`src/hdl/cce_pkg.sv`:
```
`timescale 1ns / 1ps
// ----------------------------------------------------------------------------
// cce_pkg: shared types, text constants and byte generation functions
// Holds the run descriptor that travels from the decoder to the emitter
// and the functions that produce one HTML byte of a run by position.
// ----------------------------------------------------------------------------
package cce_pkg;

   typedef enum logic [2:0] {
      KIND_CHAR,
      KIND_LT,
      KIND_GT,
      KIND_AMP,
      KIND_QUOT,
      KIND_OPEN,
      KIND_CLOSE,
      KIND_SWAP
   } kind_type;

   typedef enum logic [2:0] {
      COLOR_NONE,
      COLOR_RED,
      COLOR_GREEN,
      COLOR_YELLOW,
      COLOR_BLUE,
      COLOR_PURPLE,
      COLOR_CYAN,
      COLOR_WHITE
   } color_type;

   typedef struct packed {
      kind_type  kind;
      color_type color;
      logic [7:0] chr;
   } run_type;

   localparam int IDX_W = 5;

   localparam logic [7:0] BYTE_NUL   = 8'h00;
   localparam logic [7:0] BYTE_ARM   = 8'h01;
   localparam logic [7:0] BYTE_CR    = 8'h0d;
   localparam logic [7:0] BYTE_LF    = 8'h0a;
   localparam logic [7:0] BYTE_LT    = 8'h3c;
   localparam logic [7:0] BYTE_GT    = 8'h3e;
   localparam logic [7:0] BYTE_AMP   = 8'h26;
   localparam logic [7:0] BYTE_QUOT  = 8'h22;

   localparam int HEAD_LEN  = 13;
   localparam int OPEN_LEN  = 20;
   localparam int CLOSE_LEN = 7;

   localparam logic [8*4-1:0]        TXT_LT    = "&lt;";
   localparam logic [8*4-1:0]        TXT_GT    = "&gt;";
   localparam logic [8*5-1:0]        TXT_AMP   = "&amp;";
   localparam logic [8*6-1:0]        TXT_QUOT  = "&quot;";
   localparam logic [8*HEAD_LEN-1:0] TXT_HEAD  = "<font color=#";
   localparam logic [8*CLOSE_LEN-1:0] TXT_CLOSE = "</font>";

   function automatic logic [23:0] color_rgb(color_type c);
      logic [23:0] rgb;
      case (c)
         COLOR_RED:    rgb = 24'hff0000;
         COLOR_GREEN:  rgb = 24'h00ff00;
         COLOR_YELLOW: rgb = 24'hffff00;
         COLOR_BLUE:   rgb = 24'h0000ff;
         COLOR_PURPLE: rgb = 24'hff00ff;
         COLOR_CYAN:   rgb = 24'h00ffff;
         COLOR_WHITE:  rgb = 24'hffffff;
         default:      rgb = 24'h000000;
      endcase
      return rgb;
   endfunction

   function automatic color_type select_color(logic [7:0] b);
      color_type c;
      case (b)
         8'h61:   c = COLOR_NONE;
         8'h72:   c = COLOR_RED;
         8'h67:   c = COLOR_GREEN;
         8'h79:   c = COLOR_YELLOW;
         8'h62:   c = COLOR_BLUE;
         8'h70:   c = COLOR_PURPLE;
         8'h63:   c = COLOR_CYAN;
         8'h77:   c = COLOR_WHITE;
         default: c = COLOR_GREEN;
      endcase
      return c;
   endfunction

   function automatic logic [IDX_W-1:0] run_length(kind_type k);
      logic [IDX_W-1:0] n;
      case (k)
         KIND_CHAR:  n = IDX_W'(1);
         KIND_LT:    n = IDX_W'(4);
         KIND_GT:    n = IDX_W'(4);
         KIND_AMP:   n = IDX_W'(5);
         KIND_QUOT:  n = IDX_W'(6);
         KIND_OPEN:  n = IDX_W'(OPEN_LEN);
         KIND_CLOSE: n = IDX_W'(CLOSE_LEN);
         KIND_SWAP:  n = IDX_W'(OPEN_LEN + CLOSE_LEN);
         default:    n = IDX_W'(1);
      endcase
      return n;
   endfunction

   function automatic logic [7:0] hex_digit(logic [3:0] nib);
      logic [7:0] d;
      if (nib < 4'd10) begin
         d = 8'h30 + {4'h0, nib};
      end else begin
         d = 8'h57 + {4'h0, nib};
      end
      return d;
   endfunction

   function automatic logic [7:0] open_byte(color_type c, int p);
      logic [7:0]  b;
      logic [23:0] rgb;
      rgb = color_rgb(c);
      if (p < HEAD_LEN) begin
         b = TXT_HEAD[8*(HEAD_LEN-1-p) +: 8];
      end else if (p < OPEN_LEN - 1) begin
         b = hex_digit(rgb[4*(OPEN_LEN-2-p) +: 4]);
      end else begin
         b = BYTE_GT;
      end
      return b;
   endfunction

   function automatic logic [7:0] run_byte(run_type r, logic [IDX_W-1:0] idx);
      logic [7:0] b;
      int         p;
      p = int'(idx);
      b = 8'h00;
      if (idx < run_length(r.kind)) begin
         case (r.kind)
            KIND_CHAR:  b = r.chr;
            KIND_LT:    b = TXT_LT[8*(3-p) +: 8];
            KIND_GT:    b = TXT_GT[8*(3-p) +: 8];
            KIND_AMP:   b = TXT_AMP[8*(4-p) +: 8];
            KIND_QUOT:  b = TXT_QUOT[8*(5-p) +: 8];
            KIND_OPEN:  b = open_byte(r.color, p);
            KIND_CLOSE: b = TXT_CLOSE[8*(CLOSE_LEN-1-p) +: 8];
            KIND_SWAP: begin
               if (p < CLOSE_LEN) begin
                  b = TXT_CLOSE[8*(CLOSE_LEN-1-p) +: 8];
               end else begin
                  b = open_byte(r.color, p - CLOSE_LEN);
               end
            end
            default:    b = 8'h00;
         endcase
      end
      return b;
   endfunction

endpackage

```
`src/hdl/cce_decode.sv`:
```
`timescale 1ns / 1ps
// ----------------------------------------------------------------------------
// cce_decode: input byte classifier and color state
// Turns each accepted byte into a run descriptor and keeps the armed flag
// and the current color.
// ----------------------------------------------------------------------------
module cce_decode (
   input  logic              clock,
   input  logic              reset,
   input  logic              accept,
   input  logic [7:0]        in_byte,
   output logic              run_valid,
   output cce_pkg::run_type  run
);
   import cce_pkg::*;

   logic      await_ff, await_in;
   color_type color_ff, color_in;
   color_type next_color;

   always_comb begin
      next_color = select_color(in_byte);
      await_in   = await_ff;
      color_in   = color_ff;
      run_valid  = 1'b0;
      run.kind   = KIND_CHAR;
      run.color  = next_color;
      run.chr    = in_byte;
      if (await_ff) begin
         await_in = 1'b0;
         color_in = next_color;
         if (next_color != color_ff) begin
            run_valid = 1'b1;
            if (color_ff == COLOR_NONE) begin
               run.kind = KIND_OPEN;
            end else if (next_color == COLOR_NONE) begin
               run.kind = KIND_CLOSE;
            end else begin
               run.kind = KIND_SWAP;
            end
         end
      end else begin
         case (in_byte)
            BYTE_ARM:  await_in = 1'b1;
            BYTE_NUL:  run_valid = 1'b0;
            BYTE_CR: begin
               run_valid = 1'b1;
               run.chr   = BYTE_LF;
            end
            BYTE_LT: begin
               run_valid = 1'b1;
               run.kind  = KIND_LT;
            end
            BYTE_GT: begin
               run_valid = 1'b1;
               run.kind  = KIND_GT;
            end
            BYTE_AMP: begin
               run_valid = 1'b1;
               run.kind  = KIND_AMP;
            end
            BYTE_QUOT: begin
               run_valid = 1'b1;
               run.kind  = KIND_QUOT;
            end
            default:   run_valid = 1'b1;
         endcase
      end
   end

   always_ff @(posedge clock) begin
      if (reset) begin
         await_ff <= 1'b0;
         color_ff <= COLOR_NONE;
      end else if (accept) begin
         await_ff <= await_in;
         color_ff <= color_in;
      end
   end

endmodule

```
`src/hdl/cce_emit.sv`:
```
`timescale 1ns / 1ps
// ----------------------------------------------------------------------------
// cce_emit: run register, byte counter and output register
// Steps through the bytes of one run into the output register, one per
// cycle unless stalled, and takes the next run as the last byte goes out.
// ----------------------------------------------------------------------------
module cce_emit (
   input  logic              clock,
   input  logic              reset,
   input  logic              load,
   input  cce_pkg::run_type  run,
   output logic              can_take,
   output logic              rsp_valid,
   input  logic              rsp_stall,
   output logic [7:0]        rsp_out_byte,
   output logic              rsp_last_of_run
);
   import cce_pkg::*;

   logic             busy_ff, busy_in;
   run_type          run_ff, run_in;
   logic [IDX_W-1:0] idx_ff, idx_in;
   logic             valid_ff, valid_in;
   logic [7:0]       byte_ff, byte_in;
   logic             last_ff, last_in;
   logic             out_free, on_last;

   assign out_free = !valid_ff || !rsp_stall;
   assign on_last  = idx_ff == run_length(run_ff.kind) - IDX_W'(1);
   assign can_take = !busy_ff || (out_free && on_last);

   always_comb begin
      busy_in  = busy_ff;
      run_in   = run_ff;
      idx_in   = idx_ff;
      valid_in = valid_ff;
      byte_in  = byte_ff;
      last_in  = last_ff;
      if (busy_ff && out_free) begin
         valid_in = 1'b1;
         byte_in  = run_byte(run_ff, idx_ff);
         last_in  = on_last;
         idx_in   = idx_ff + IDX_W'(1);
         if (on_last) begin
            busy_in = 1'b0;
         end
      end else if (out_free) begin
         valid_in = 1'b0;
      end
      if (load) begin
         busy_in = 1'b1;
         run_in  = run;
         idx_in  = '0;
      end
   end

   always_ff @(posedge clock) begin
      if (reset) begin
         busy_ff  <= 1'b0;
         valid_ff <= 1'b0;
      end else begin
         busy_ff  <= busy_in;
         valid_ff <= valid_in;
      end
      run_ff  <= run_in;
      idx_ff  <= idx_in;
      byte_ff <= byte_in;
      last_ff <= last_in;
   end

   assign rsp_valid       = valid_ff;
   assign rsp_out_byte    = byte_ff;
   assign rsp_last_of_run = last_ff;

endmodule

```
`src/hdl/color_code_html_escaper.sv`:
```
`timescale 1ns / 1ps
// ----------------------------------------------------------------------------
// color_code_html_escaper: text to HTML byte stream converter
// Escapes HTML special characters and turns color codes into font tags.
// ----------------------------------------------------------------------------
// Usage:
// The req_ channel carries one text byte per transaction. The rsp_ channel
// returns the HTML bytes that the byte causes, one per transaction, with
// rsp_last_of_run set on the final byte of each run. Arming bytes, NUL
// bytes and selectors that keep the color cause no transaction at all.
// An accepted transaction loads its run into the run register of the
// emitter, whose bytes then move one per cycle into the output register
// while the receiver does not stall. Runs are 1 to 27 bytes long; a new
// input transaction is taken in the cycle in which the last byte of the
// current run moves into the output register, so plain characters flow
// at one per cycle without a stall and a longer run holds the input until
// its last byte moves. When the receiver raises rsp_stall, the output
// register holds its byte, the emitter holds its place and req_stall rises
// while a run is in progress. Synchronous reset clears the color state to
// no color, disarms the selector and drops any run in progress.
// ----------------------------------------------------------------------------
module color_code_html_escaper (
   input  logic       clock,
   input  logic       reset,
   input  logic       req_valid,
   output logic       req_stall,
   input  logic [7:0] req_in_byte,
   output logic       rsp_valid,
   input  logic       rsp_stall,
   output logic [7:0] rsp_out_byte,
   output logic       rsp_last_of_run
);
   import cce_pkg::*;

   logic    accept;
   logic    can_take;
   logic    run_valid;
   run_type run;

   assign req_stall = !can_take;
   assign accept    = req_valid && can_take;

   cce_decode u_decode (
      .clock     (clock),
      .reset     (reset),
      .accept    (accept),
      .in_byte   (req_in_byte),
      .run_valid (run_valid),
      .run       (run)
   );

   cce_emit u_emit (
      .clock           (clock),
      .reset           (reset),
      .load            (accept && run_valid),
      .run             (run),
      .can_take        (can_take),
      .rsp_valid       (rsp_valid),
      .rsp_stall       (rsp_stall),
      .rsp_out_byte    (rsp_out_byte),
      .rsp_last_of_run (rsp_last_of_run)
   );

endmodule
```
`config.mk`:
```
export PLATFORM = sky130hd
export DESIGN_NAME = color_code_html_escaper
export DESIGN_NICKNAME = d
export VERILOG_FILES = /design/src/hdl/cce_pkg.sv /design/src/hdl/cce_decode.sv /design/src/hdl/cce_emit.sv /design/src/hdl/color_code_html_escaper.sv
export SDC_FILE = /design/constraint.sdc
export NUM_CORES = 1
export LEC_CHECK = 0
export BUFFER_PORTS_ARGS = -buffer_cell sky130_fd_sc_hd__buf_2
export CAP_MARGIN = 20
export CORE_MARGIN = 2
export CORE_UTILIZATION = 40
export DETAILED_ROUTE_END_ITERATION = 10
export PLACE_DENSITY_LB_ADDON = 0.15
export SYNTH_ARGS = -nofsm -noshare
export SYNTH_HDL_FRONTEND = slang
export SYNTH_SLANG_ARGS = --single-unit
```
`constraint.sdc`:
```
create_clock -name clock -period 3.5 [get_ports clock]
set_input_delay 0.175 -clock clock [delete_from_list [all_inputs] [get_ports clock]]
set_output_delay 0.175 -clock clock [all_outputs]
set_load 0.005 [all_outputs]
```
### Word-level counts from Yosys, hierarchy flattened

Memories as Yosys holds them, arrays and structs flattened. A register that Yosys moved wholly into a read port is not among the register bits.
Cells that the tools add are included.

| word-level totals | value |
|---|---|
| bits in registers | 34 |
| memory bits (read-only) | 80 |
| input bits | 12 |
| output and inout port bits | 11 |
| logic and storage cells | 130 |
| memories | 2 |

| cells by class | value |
|---|---|
| add/subtract/negate cells | 15 |
| $lt $le $gt $ge | 8 |
| eq/ne operators | 29 |
| shift operators | 9 |
| mux-type cells | 37 |
| reductions and logical operators | 20 |

Memories:

| name | words | bits a word | read ports | clocked after memory_dff | wr ports | RTL line | RTL |
|---|---|---|---|---|---|---|---|
| (no name shown) | 8 | 5 | 1 | 1 | 0 | cce_pkg.sv:92 | `case (k)` |
| (no name shown) | 8 | 5 | 1 | 1 | 0 | cce_pkg.sv:92 |  |

Operator list:

| cell | number |
|---|---|
| 104-bit by 32-bit indexed part select with 8-bit output (first input constant) | 2 |
| 24-bit two-way mux | 7 |
| 24-bit one-hot mux with 7 select lines | 1 |
| 8-bit two-way mux | 9 |
| 8-bit one-hot mux with 8 select lines | 1 |
| 24-bit by 32-bit indexed part select with 4-bit output | 2 |
| 32-bit by 32-bit indexed part select with 8-bit output (first input constant) | 2 |
| 8-bit by 7-bit equality test with 1-bit output (second input constant) | 7 |
| 56-bit by 32-bit indexed part select with 8-bit output (first input constant) | 1 |
| 48-bit by 32-bit indexed part select with 8-bit output (first input constant) | 1 |
| 40-bit by 32-bit indexed part select with 8-bit output (first input constant) | 1 |
| 8-bit by 6-bit equality test with 1-bit output (second input constant) | 4 |
| 3-bit equality test (second input constant) | 8 |
| 3-bit one-hot mux with 7 select lines | 1 |
| 3-bit by 5-bit subtractor with 6-bit output (first input constant) | 3 |
| 7-bit by 4-bit adder with 8-bit output (first input constant) | 2 |
| 3-bit two-way mux | 5 |
| 6-bit by 4-bit adder with 7-bit output (first input constant) | 2 |
| 3-bit by 2-bit equality test with 1-bit output (second input constant) | 4 |
| 3-bit one-hot mux with 4 select lines | 1 |
| 1-bit two-way mux | 11 |
| 3-bit zero test | 3 |
| 8-bit by 1-bit equality test with 1-bit output (second input constant) | 1 |
| 8-bit by 4-bit equality test with 1-bit output (second input constant) | 1 |
| 26 further kinds | 38 |

### Longest topological paths before layout

Gate-level depths: netlist (run 1).

| logic depth | value |
|---|---|
| depth in word-level cells | 14 |
| gate-level depth with buffers | 13 |

### Cells and area by module

Synthesis (run 1) repeated with hierarchy kept, for this count alone.

| second synthesis, totals | value |
|---|---|
| cell total of the unflattened synthesis | 497 |
| area total of the unflattened synthesis | 3952.5 um^2 |

By module, submodules not included:

| module | instances | cells an instance | area each (um^2) | seq. area each (um^2) |
|---|---|---|---|---|
| cce_emit | 1 | 416 | 3383.2 | 930.9 |
| cce_decode | 1 | 78 | 551.8 | 80.1 |
| color_code_html_escaper | 1 | 3 | 17.5 | 0.0 |

### Least setup slack after synthesis (run 1)

OpenSTA, ideal clock, no wires.

| timing path | value |
|---|---|
| path kind | register to register |
| start point | register u_emit.idx_ff[0] |
| end point | register (tool-made name) |
| arrival | 2.818 ns |
| setup slack | 0.608 ns |
| cell stages (with the launch flop) | 13 |
| path buffers | 3 |
| clock period less this slack | 2.892 ns |
| cell sequence | dfxtp_1 buf_2 inv_1 clkbuf_1 ha_1 a211oi_1 nand2_1 o31ai_2 o211a_1 buf_6 mux2i_4 ha_1 mux2i_1 |

RTL lines:

| element | RTL line | RTL |
|---|---|---|
| start, declared | cce_emit.sv:22 | `logic [IDX_W-1:0] idx_ff, idx_in;` |
| start signal, assigned | cce_emit.sv:66 | `idx_ff <= idx_in;` |

### Worst setup path after layout (run 1)

| timing path | value |
|---|---|
| start point | register u_emit.idx_ff[2] |
| end point | register u_emit.byte_ff[6], in the netlist u_emit.rsp_out_byte[6], data pin |

| between the ends | value |
|---|---|
| longest elaborated chain between the ends | 9 |
| elaborated cells between the ends (all ways) | 38 |

Ends and longest elaborated chain:

| element | RTL line | RTL |
|---|---|---|
| 5-bit by 3-bit subtractor with 6-bit output | cce_pkg.sv:148 | `b = open_byte(r.color, p - CLOSE_LEN);` |
| 6-bit by 6-bit subtractor with 7-bit output | cce_pkg.sv:123 | `b = hex_digit(rgb[4*(OPEN_LEN-2-p) +: 4]);` |
| 24-bit by 32-bit indexed part select with 4-bit output | cce_pkg.sv:123 |  |
| 7-bit by 4-bit adder with 8-bit output, or another cell as far along | cce_pkg.sv:111 | `d = 8'h57 + {4'h0, nib};` |
| 8-bit two-way mux | cce_pkg.sv:108 | `if (nib < 4'd10) begin` |
| 8-bit two-way mux | cce_pkg.sv:122 | `end else if (p < OPEN_LEN - 1) begin` |
| 8-bit two-way mux | cce_pkg.sv:120 | `if (p < HEAD_LEN) begin` |
| 8-bit two-way mux | cce_pkg.sv:145 | `if (p < CLOSE_LEN) begin` |
| 8-bit one-hot mux with 8 select lines | cce_pkg.sv:136 | `case (r.kind)` |
| end signal, assigned | cce_emit.sv:67 | `byte_ff <= byte_in;` |
| end, declared | cce_emit.sv:24 | `logic [7:0] byte_ff, byte_in;` |

Parallel ways exist; a longest one is shown, timed or not.
A chain may end at the register's enable or synchronous reset.

==> results of run 1 <==
metal layers:
metal / GRT usage [%] / wire [µm] / vias up / part of all wire, %
li1: - / - / 1768 / -
met1: 31.0 / 5040 / 1734 / 46
met2: 36.8 / 5100 / 144 / 46
met3: 2.76 / 648 / 19 / 5.9
met4: 6.96 / 215 / 0 / 2.0
met5: 0 / 0 / - / 0
worst max-delay path: stages (launching register included):
cell and delay, ns:
dfxtp_1 0.57, buf_4 0.22, buf_4 0.18, ha_1 0.16, a21boi_0 0.38, xnor2_1 0.22
o31ai_1 0.18, a21o_1 0.18, a2111oi_0 0.67, nor4_1 0.12, o22ai_1 0.17
kinds of logic after synthesis:
family          Yosys count  synth area share [%]
mux                       8                  2.45
simple gates            161                  23.1
fa+ha+maj                23                  7.61
xor+xnor                 27                  6.85
buf+inv                  56                  6.25
flops                    39                  26.7
compound gates          151                  27.0
power by group:
| group | switching, mW | internal (mW) |
|---|---|---|
| clock | 0.180 | 0.235 |
| combinational | 0.921 | 0.574 |
| sequential | 0.0645 | 0.589 |
area by class of cell:
class	count	area, µm²	area share, %
Tap cell	111	139	3.32
Multi-Input combinational cell	370	2530	60.5
Clock buffer	6	82.6	1.97
Timing Repair Buffer	46	290	6.94
Sequential cell	39	1010	24.2
Inverter	24	90.1	2.15
Clock inverter	2	38.8	0.927
through the flow:
step                      area [µm²]  util [%]
after floorplan                 3780         -
after global placement          4060      44.2
after detailed placement        4060      44.2
after CTS                       4190      45.5
after global routing            4190      45.5
final                           4190      45.5
path summary, 6_finish.rpt:
path / end / start / depth (start not counted) / slack [ns]
setup / recovery: u_emit.rsp_out_byte[6]$_SDFFCE_PP0P_ / u_emit.idx_ff[2]$_SDFFE_PP0P_ / 10 / 0.28
hold / removal: u_emit.run_ff[6]$_DFFE_PP_ / req_in_byte[6] / 1 / 0.1
setup reg to reg: u_emit.rsp_out_byte[6]$_SDFFCE_PP0P_ / u_emit.idx_ff[2]$_SDFFE_PP0P_ / 10 / 0.28
hold reg to reg: u_emit.rsp_valid$_SDFFE_PP0P_ / u_emit.busy_ff$_SDFFE_PP0P_ / 2 / 0.52
cell usage in the layout, fill, tap and decap left out, types with 6 or more instances in the layout:
master	netlist	routed
nand2b_1	9	9
edfxtp_1	23	23
inv_1	23	23
o21ai_0	27	27
nand2_1	27	27
xor2_1	7	7
buf_2	12	22
dfxtp_1	16	16
and3_1	6	6
nor3_1	13	13
a21oi_1	40	40
nor2b_1	11	11
o22ai_1	7	7
ha_1	23	23
and2_1	8	8
buf_4	1	24
nor4_1	7	7
nor2_1	38	38
clkbuf_8	0	6
o211ai_1	7	7
mux2i_1	7	7
nand3_1	13	13
a31oi_1	8	8
xnor2_1	18	18
synth_stat cells, types with 4 or more instances:
cell | count | share of area [%]
a211oi_1 | 5 | 0.99
a21o_1 | 5 | 0.99
o22ai_1 | 7 | 1.2
o21ai_0 | 27 | 3.6
and2_1 | 8 | 1.3
a31oi_1 | 8 | 1.3
edfxtp_1 | 23 | 18
dfxtp_1 | 16 | 8.5
nor3_1 | 13 | 1.7
mux2i_1 | 7 | 1.9
nand3_1 | 13 | 1.7
and3_1 | 6 | 0.99
a221oi_1 | 4 | 0.93
a21boi_0 | 4 | 0.79
o211ai_1 | 7 | 1.4
inv_1 | 23 | 2.3
o221ai_1 | 5 | 1.2
o31ai_1 | 5 | 0.99
nor2b_1 | 11 | 1.8
xnor2_1 | 18 | 4.2
nand2b_1 | 9 | 1.5
o21a_1 | 5 | 0.99
or3_1 | 4 | 0.66
xor2_1 | 7 | 1.6
clkbuf_1 | 15 | 1.5
buf_2 | 12 | 1.6
nor4_1 | 7 | 1.2
a41oi_1 | 4 | 0.93
a21oi_1 | 40 | 5.3
nor2_1 | 38 | 3.8
nand4_1 | 5 | 0.83
ha_1 | 23 | 7.6
nand2_1 | 27 | 2.7
==> impl_metrics.py, run 1 <==
metrics = {
    "setup_path": {
        "timing.critical_path.from_type": "flop",
        "crit_fanout": 10,
        "critPathArrivalTime_ns": 3.37,
        "critPathKind": "reg -> reg",
        "cp_data_required_time_ns": 3.65,
        "crit_path_end_kind": "flop",
    },
    "timing": {
        "fin_hold_ws_ns": 0.0987,
        "fin_skew_ns": 0.00762,
        "finalCritPeriodShare_pct": 91.9,
        "final_hold_viol_count": 0,
        "setup_tns_ns": 0,
        "worst_pin_slew_ns": 0.709,
        "fmax_mhz": 311,
        "setup_viol": 0,
        "period_needed_ns": 3.22,
        "slew_violations": 0,
        "rsz0062_at_grt": "no",
        "setup_ws_ns": 0.285,
        "maxSlewHeadroom_pct": 51.5,
    },
    "floorplanning": {
        "initial_core_util_pct": 41.1,
        "ioPinCount": 23,
        "row_count": 35,
        "die_area_mm2": 0.0102,
        "die_x_um": 101,
        "die_h_um": 101,
        "core_mm2": 0.00920,
    },
    "worst_hold_path": {
        "hold_class": "in -> reg",
    },
    "routing": {
        "num_vias": 3665,
        "drt-pass1-iter-count": 5,
        "routed_wl_um": 11000,
        "ant_nets": 0,
        "drt_iter0_markers": 247,
        "avgRoutedWirePerCell_um": 18.4,
        "drc": 0,
        "vias_per_cell": 6.13,
    },
    "synth": {
        "synthArstFlopShare_pct": 0,
        "synthCells": 465,
        "syn_area_mm2": 0.00378,
        "ys_seq_area_share_pct": 26.7,
        "ys_types": 74,
        "avgSynthCellArea_um2": 8.13,
        "synth_ff_type": "edfxtp_1",
        "synth_edf_count": 23,
        "synth_nets": 500,
        "ys_ff_latch": 39,
        "yosys_warnings": 0,
    },
    "cells_and_area": {
        "fillCellCount": 913,
        "drive_gt1_share_pct": 14.4,
        "layoutNonFillerInstCount": 598,
        "area_growth_pct": 10.7,
        "layout.nets": 521,
        "diodes": 0,
    },
    "cts": {
        "cts_inserted_buffers": 5,
        "tritoncts": "built",
        "clockBufferDepth": 2,
        "cts_resized": 0,
        "ctsHoldBuffers": 0,
        "path_clk_slew_ns": 0.08,
        "clkSinkCount": 39,
        "insertion_delay_ns": 0.31,
        "cts_root_buffer": "clkbuf_8",
        "cts_setup_buffers": 0,
        "cts_max_level": 2,
    },
    "place": {
        "io_buffers": 22,
        "post-place-ws_ns": 0.442,
        "dpl.hpwl_um": 8450,
        "placedCellCount": 590,
        "gp_congestion": 0.972,
    },
    "outcome": {
        "status": "finished clean",
    },
    "grt": {
        "grt_pass1_vias": 3403,
        "grt_pass1_wl_um": 18100,
        "track_usage_pct": 22.5,
        "grt_max_degree": 27,
        "antenna_found_initial": 0,
        "grt.overflow.total": 0,
    },
    "power_and_ir_drop": {
        "p_total_mw": 2.56,
        "p_leak_nw": 1.70,
        "vdd_drop_max_uv": 248,
        "powerDensity_mw_per_mm2": 613,
    },
    "run": {
        "maxCapViolations": 0,
    },
}
No activity file was read; power rests on OpenSTA's default activity.
==> inputs of run 2 (changes only) <==
Settings changed: REMOVE_ABC_BUFFERS set to 1.
==> impl_metrics.py, run 2 (synthesized netlist as in run 1, its figures left out) <==
metrics = {
    "setup_path": {
        "path_buf_inv": 1,
        "path_delay_family": "compound AO/OA/AOI/OAI gates",
        "critPathKind": "reg -> reg",
        "cp_data_required_time_ns": 3.65,
        "critPathArrivalTime_ns": 3.24,
        "timing.critical_path.from_type": "flop",
        "crit_fanout": 10,
        "worst_path_max_delay_cell": "a2111oi_0",
        "worstPathCellList": "inv_1, ha_1, a21boi_0, xnor2_1, o31ai_1, a21o_1, a2111oi_0, nor4_1, o22ai_1",
        "crit_path_end_kind": "flop",
        "cp_slowest_stage_delay_ns": 0.59,
    },
    "power_and_ir_drop": {
        "swShare_pct": 47.4,
        "clkPwrFrac_pct": 12.7,
        "combPwrFrac_pct": 61.5,
        "power.internal_mw": 1.33,
        "seqPwrFrac_pct": 25.8,
        "p_leak_nw": 1.66,
        "powerDensity_mw_per_mm2": 612,
        "vdd_drop_max_uv": 181,
        "power_switching_mw": 1.20,
        "p_total_mw": 2.53,
    },
    "timing": {
        "rsz0062_at_grt": "no",
        "finalCritPeriodShare_pct": 88.4,
        "fin_skew_ns": 0.0108,
        "fmax_mhz": 323,
        "worst_pin_slew_ns": 0.809,
        "slew_violations": 0,
        "setup_tns_ns": 0,
        "final_hold_viol_count": 0,
        "setup_ws_ns": 0.405,
        "fin_hold_ws_ns": 0.103,
        "period_needed_ns": 3.09,
        "maxSlewHeadroom_pct": 45.6,
        "setup_viol": 0,
    },
    "grt": {
        "grt.overflow.total": 0,
        "grt_pass1_wl_um": 17900,
        "antenna_found_initial": 0,
        "grt_pass1_vias": 3438,
        "track_usage_pct": 22.3,
        "grt_max_degree": 22,
    },
    "cts": {
        "cts_setup_buffers": 0,
        "tritoncts": "built",
        "cts_resized": 0,
        "clockBufferDepth": 2,
        "cts_root_buffer": "clkbuf_8",
        "clkSinkCount": 39,
        "ctsHoldBuffers": 0,
        "path_clk_slew_ns": 0.09,
        "cts_max_level": 2,
        "cts_inserted_buffers": 5,
        "insertion_delay_ns": 0.31,
    },
    "floorplanning": {
        "die_h_um": 101,
        "initial_core_util_pct": 41.1,
        "row_count": 35,
        "die_area_mm2": 0.0102,
        "ioPinCount": 23,
        "core_mm2": 0.00920,
        "die_x_um": 101,
    },
    "cells_and_area": {
        "mostFrequentLayoutCell": "a21oi_1",
        "fillCellCount": 950,
        "layout.nets": 518,
        "design_area_mm2": 0.00413,
        "area_growth_pct": 9.20,
        "final_cell_mix": "a21oi_1, nor2_1, nand2_1, o21ai_0",
        "drive_gt1_share_pct": 13.8,
        "utilization_pct": 44.9,
        "layoutNonFillerInstCount": 595,
        "diodes": 0,
    },
    "place": {
        "gp_congestion": 0.899,
        "dpl_cell_area_mm2": 0.00404,
        "io_buffers": 22,
        "placedCellCount": 587,
        "dpl.hpwl_um": 8280,
        "post-place-ws_ns": 0.502,
    },
    "routing": {
        "num_vias": 3668,
        "drc": 0,
        "routed_wl_um": 11000,
        "avgRoutedWirePerCell_um": 18.5,
        "drt-pass1-iter-count": 6,
        "ant_nets": 0,
        "vias_per_cell": 6.16,
        "drt_iter0_markers": 299,
    },
    "worst_hold_path": {
        "hold_class": "in -> reg",
    },
    "run": {
        "maxCapViolations": 0,
    },
    "outcome": {
        "status": "finished clean",
    },
}
run 2: path summary, 6_finish.rpt:
check	startpoint	to	slack, ns	depth (start not counted)
setup / recovery	u_emit.idx_ff[1]$_SDFFE_PP0P_	u_emit.rsp_out_byte[6]$_SDFFCE_PP0P_	0.41	9
setup reg to reg	u_emit.idx_ff[1]$_SDFFE_PP0P_	u_emit.rsp_out_byte[6]$_SDFFCE_PP0P_	0.41	9
hold reg to reg	u_emit.busy_ff$_SDFFE_PP0P_	u_emit.rsp_valid$_SDFFE_PP0P_	0.51	2
hold / removal	req_in_byte[7]	u_emit.run_ff[7]$_DFFE_PP_	0.10	1
run 2: layout make-up:
| class | count | area [µm²] | share of cell area [%] |
|---|---|---|---|
| clock buffer | 5 | 68.8 | 1.67 |
| tap | 111 | 139 | 3.36 |
| sequential | 39 | 1010 | 24.5 |
| clock inverter | 3 | 18.8 | 0.455 |
| multi-input combinational | 370 | 2530 | 61.4 |
| inverter | 24 | 90.1 | 2.18 |
| timing repair buffer | 43 | 268 | 6.48 |
run 2: layer usage:
metal | up-vias | wire length (µm) | track usage, %
met1 | 1746 | 4960 | 31.0
li1 | 1763 | - | -
met3 | 20 | 680 | 3.17
met2 | 139 | 5180 | 36.0
met5 | - | 0 | 0
met4 | 0 | 160 | 6.34
run 2: power groups by stage:
stage / Combinational, mW / Sequential, mW / Clock [mW]
after global placement: 1.51 / 0.661 / 0
after floorplan: 0.941 / 0.694 / 0
final: 1.55 / 0.652 / 0.322
after CTS: 1.52 / 0.653 / 0.329
after global routing: 1.72 / 0.663 / 0.347
after detailed placement: 1.51 / 0.664 / 0
==> inputs of run 3 (changes only) <==
Settings changed: CORE_MARGIN 2 to 1.5, CTS_BUF_LIST set to sky130_fd_sc_hd__clkbuf_8, SYNTH_HIERARCHICAL set to 1.
==> impl_metrics.py, run 3 <==
metrics = {
    "timing": {
        "setup_ws_ns": 0.439,
        "rsz0062_at_grt": "no",
        "fin_hold_ws_ns": 0.0892,
        "maxSlewHeadroom_pct": 49.6,
        "setup_viol": 0,
        "period_needed_ns": 3.06,
        "setup_tns_ns": 0,
        "final_hold_viol_count": 0,
        "fmax_mhz": 327,
        "finalCritPeriodShare_pct": 87.5,
        "fin_skew_ns": 0.0145,
        "slew_violations": 0,
        "worst_pin_slew_ns": 0.756,
    },
    "cts": {
        "insertion_delay_ns": 0.30,
        "cts_max_level": 2,
        "clockBufferDepth": 2,
        "clkSinkCount": 39,
        "cts_setup_buffers": 0,
        "cts_inserted_buffers": 5,
        "cts_root_buffer": "clkbuf_8",
        "tritoncts": "built",
        "cts_resized": 0,
        "ctsHoldBuffers": 0,
        "path_clk_slew_ns": 0.08,
    },
    "routing": {
        "vias_per_cell": 5.91,
        "routed_wl_um": 11100,
        "drt-pass1-iter-count": 5,
        "num_vias": 3736,
        "ant_nets": 0,
        "drt_iter0_markers": 230,
        "avgRoutedWirePerCell_um": 17.5,
        "drc": 0,
    },
    "grt": {
        "antenna_found_initial": 0,
        "grt_max_degree": 31,
        "track_usage_pct": 22.0,
        "grt_pass1_wl_um": 18000,
        "grt_pass1_vias": 3431,
        "grt.overflow.total": 0,
    },
    "synth": {
        "yosys_warnings": 6,
        "synth_top_area_share_pct": 17.5,
        "synthArstFlopShare_pct": 0,
        "avgSynthCellArea_um2": 7.95,
        "synth.top_cells.by_count": "a21oi_1, nor2_1, nand2_1",
        "ys_seq_area_share_pct": 25.6,
        "synth_ff_type": "edfxtp_1",
        "synth_area_leaders": "edfxtp_1, dfxtp_1, ha_1",
        "synth_edf_count": 23,
        "ys_types": 76,
        "ys_ff_latch": 39,
        "yosysTopAreaCell": "edfxtp_1",
        "yosysMostFrequentCell": "a21oi_1",
        "synthCells": 497,
        "syn_area_mm2": 0.00395,
    },
    "cells_and_area": {
        "mostFrequentLayoutCell": "a21oi_1",
        "seqCellArea_mm2": 0.00101,
        "drive_gt1_share_pct": 14.4,
        "area_growth_pct": 7.66,
        "design_area_mm2": 0.00426,
        "final_cell_mix": "a21oi_1, nor2_1, nand2_1",
        "diodes": 0,
        "fillCellCount": 1008,
        "layout.nets": 532,
        "multi_input_area_mm2": 0.00268,
        "layoutNonFillerInstCount": 632,
        "utilization_pct": 43.9,
    },
    "setup_path": {
        "cp_slowest_stage_delay_ns": 0.52,
        "worst_path_max_delay_cell": "dfxtp_1",
        "critPathArrivalTime_ns": 3.29,
        "path_buf_inv": 2,
        "critPathKind": "reg -> reg",
        "worstPathCellList": "inv_1, o21ai_0, a21oi_1, nor4_1, a21bo_2, and3_1, buf_4, mux2i_1, mux2i_1",
        "crit_path_end_kind": "flop",
        "cp_data_required_time_ns": 3.73,
        "path_common_cell": "mux2i_1",
        "timing.critical_path.from_type": "flop",
        "path_delay_family": "multiplexers",
        "crit_fanout": 14,
    },
    "outcome": {
        "status": "finished clean",
    },
    "floorplanning": {
        "initial_core_util_pct": 40.8,
        "die_x_um": 102,
        "core_mm2": 0.00968,
        "ioPinCount": 23,
        "die_area_mm2": 0.0105,
        "row_count": 36,
        "die_h_um": 102,
    },
    "power_and_ir_drop": {
        "p_total_mw": 2.45,
        "p_leak_nw": 1.57,
        "vdd_drop_max_uv": 292,
        "powerDensity_mw_per_mm2": 575,
    },
    "place": {
        "placedCellCount": 624,
        "post-place-ws_ns": 0.408,
        "gp_congestion": 0.901,
        "io_buffers": 22,
        "dpl_cell_area_mm2": 0.00414,
        "dpl.hpwl_um": 8500,
    },
    "worst_hold_path": {
        "hold_class": "in -> reg",
    },
    "run": {
        "maxCapViolations": 0,
    },
}
[run 3: cell count changes in the layout (fill, tap and decap cells not counted), sizes merged, moves of 6 or more]
| cell | previous run | this run |
|---|---|---|
| buf | 43 | 37 |
| inv | 25 | 19 |
| nand2 | 27 | 37 |
| nand3 | 13 | 19 |
| o21ai | 28 | 35 |
| xnor2 | 18 | 24 |
[run 3: kinds of logic after synthesis]
| kind of cell | after synthesis | share of synthesized area [%] |
|---|---|---|
| fa+ha+maj | 22 | 6.96 |
| mux | 12 | 3.29 |
| compound gates | 145 | 24.5 |
| xor+xnor | 31 | 7.44 |
| flops | 39 | 25.6 |
| simple gates | 188 | 25.5 |
| buf+inv | 60 | 6.68 |
[run 3: path summary, 6_finish.rpt]
| kind | from | to | slack, ns | depth (start not counted) |
|---|---|---|---|---|
| max | u_emit/idx_ff[2]$_SDFFE_PP0P_ | flop | 0.44 | 9 |
| min | req_in_byte[7] | u_emit/run_ff[7]$_DFFE_PP_ | 0.09 | 1 |
| min reg2reg | u_decode/color_ff[0]$_SDFFE_PP0P_ | u_decode/color_ff[0]$_SDFFE_PP0P_ | 0.50 | 2 |
| max reg2reg | u_emit/idx_ff[2]$_SDFFE_PP0P_ | flop | 0.44 | 9 |
[run 3: cell type report]
class / count / area share [%]
Clock buffer: 5 / 1.62
Clock inverter: 3 / 1.06
Inverter: 17 / 1.50
Multi-Input combinational cell: 398 / 62.9
Sequential cell: 39 / 23.8
Tap cell: 133 / 3.91
Timing Repair Buffer: 37 / 5.23
[run 3: worst reg2reg max path, cell delays in order (launching register included)]
cell and delay [ns]:
dfxtp_1 0.52, inv_1 0.32, o21ai_0 0.25, a21oi_1 0.09, nor4_1 0.42, a21bo_2 0.23, and3_1 0.25, buf_4 0.20
mux2i_1 0.48, mux2i_1 0.24
[run 3: routing by layer]
metal  global-route usage [%]  wire length (µm)
met2                     34.4              5040
met4                     10.3               445
met1                     29.9              5050
met5                        0                 0
met3                     3.15               547
[run 3: report_power, final]
part	switching, mW	internal, mW	leakage, nW
logic	0.889	0.550	1.16
registers	0.0401	0.576	0.350
clock network	0.175	0.215	0.0591
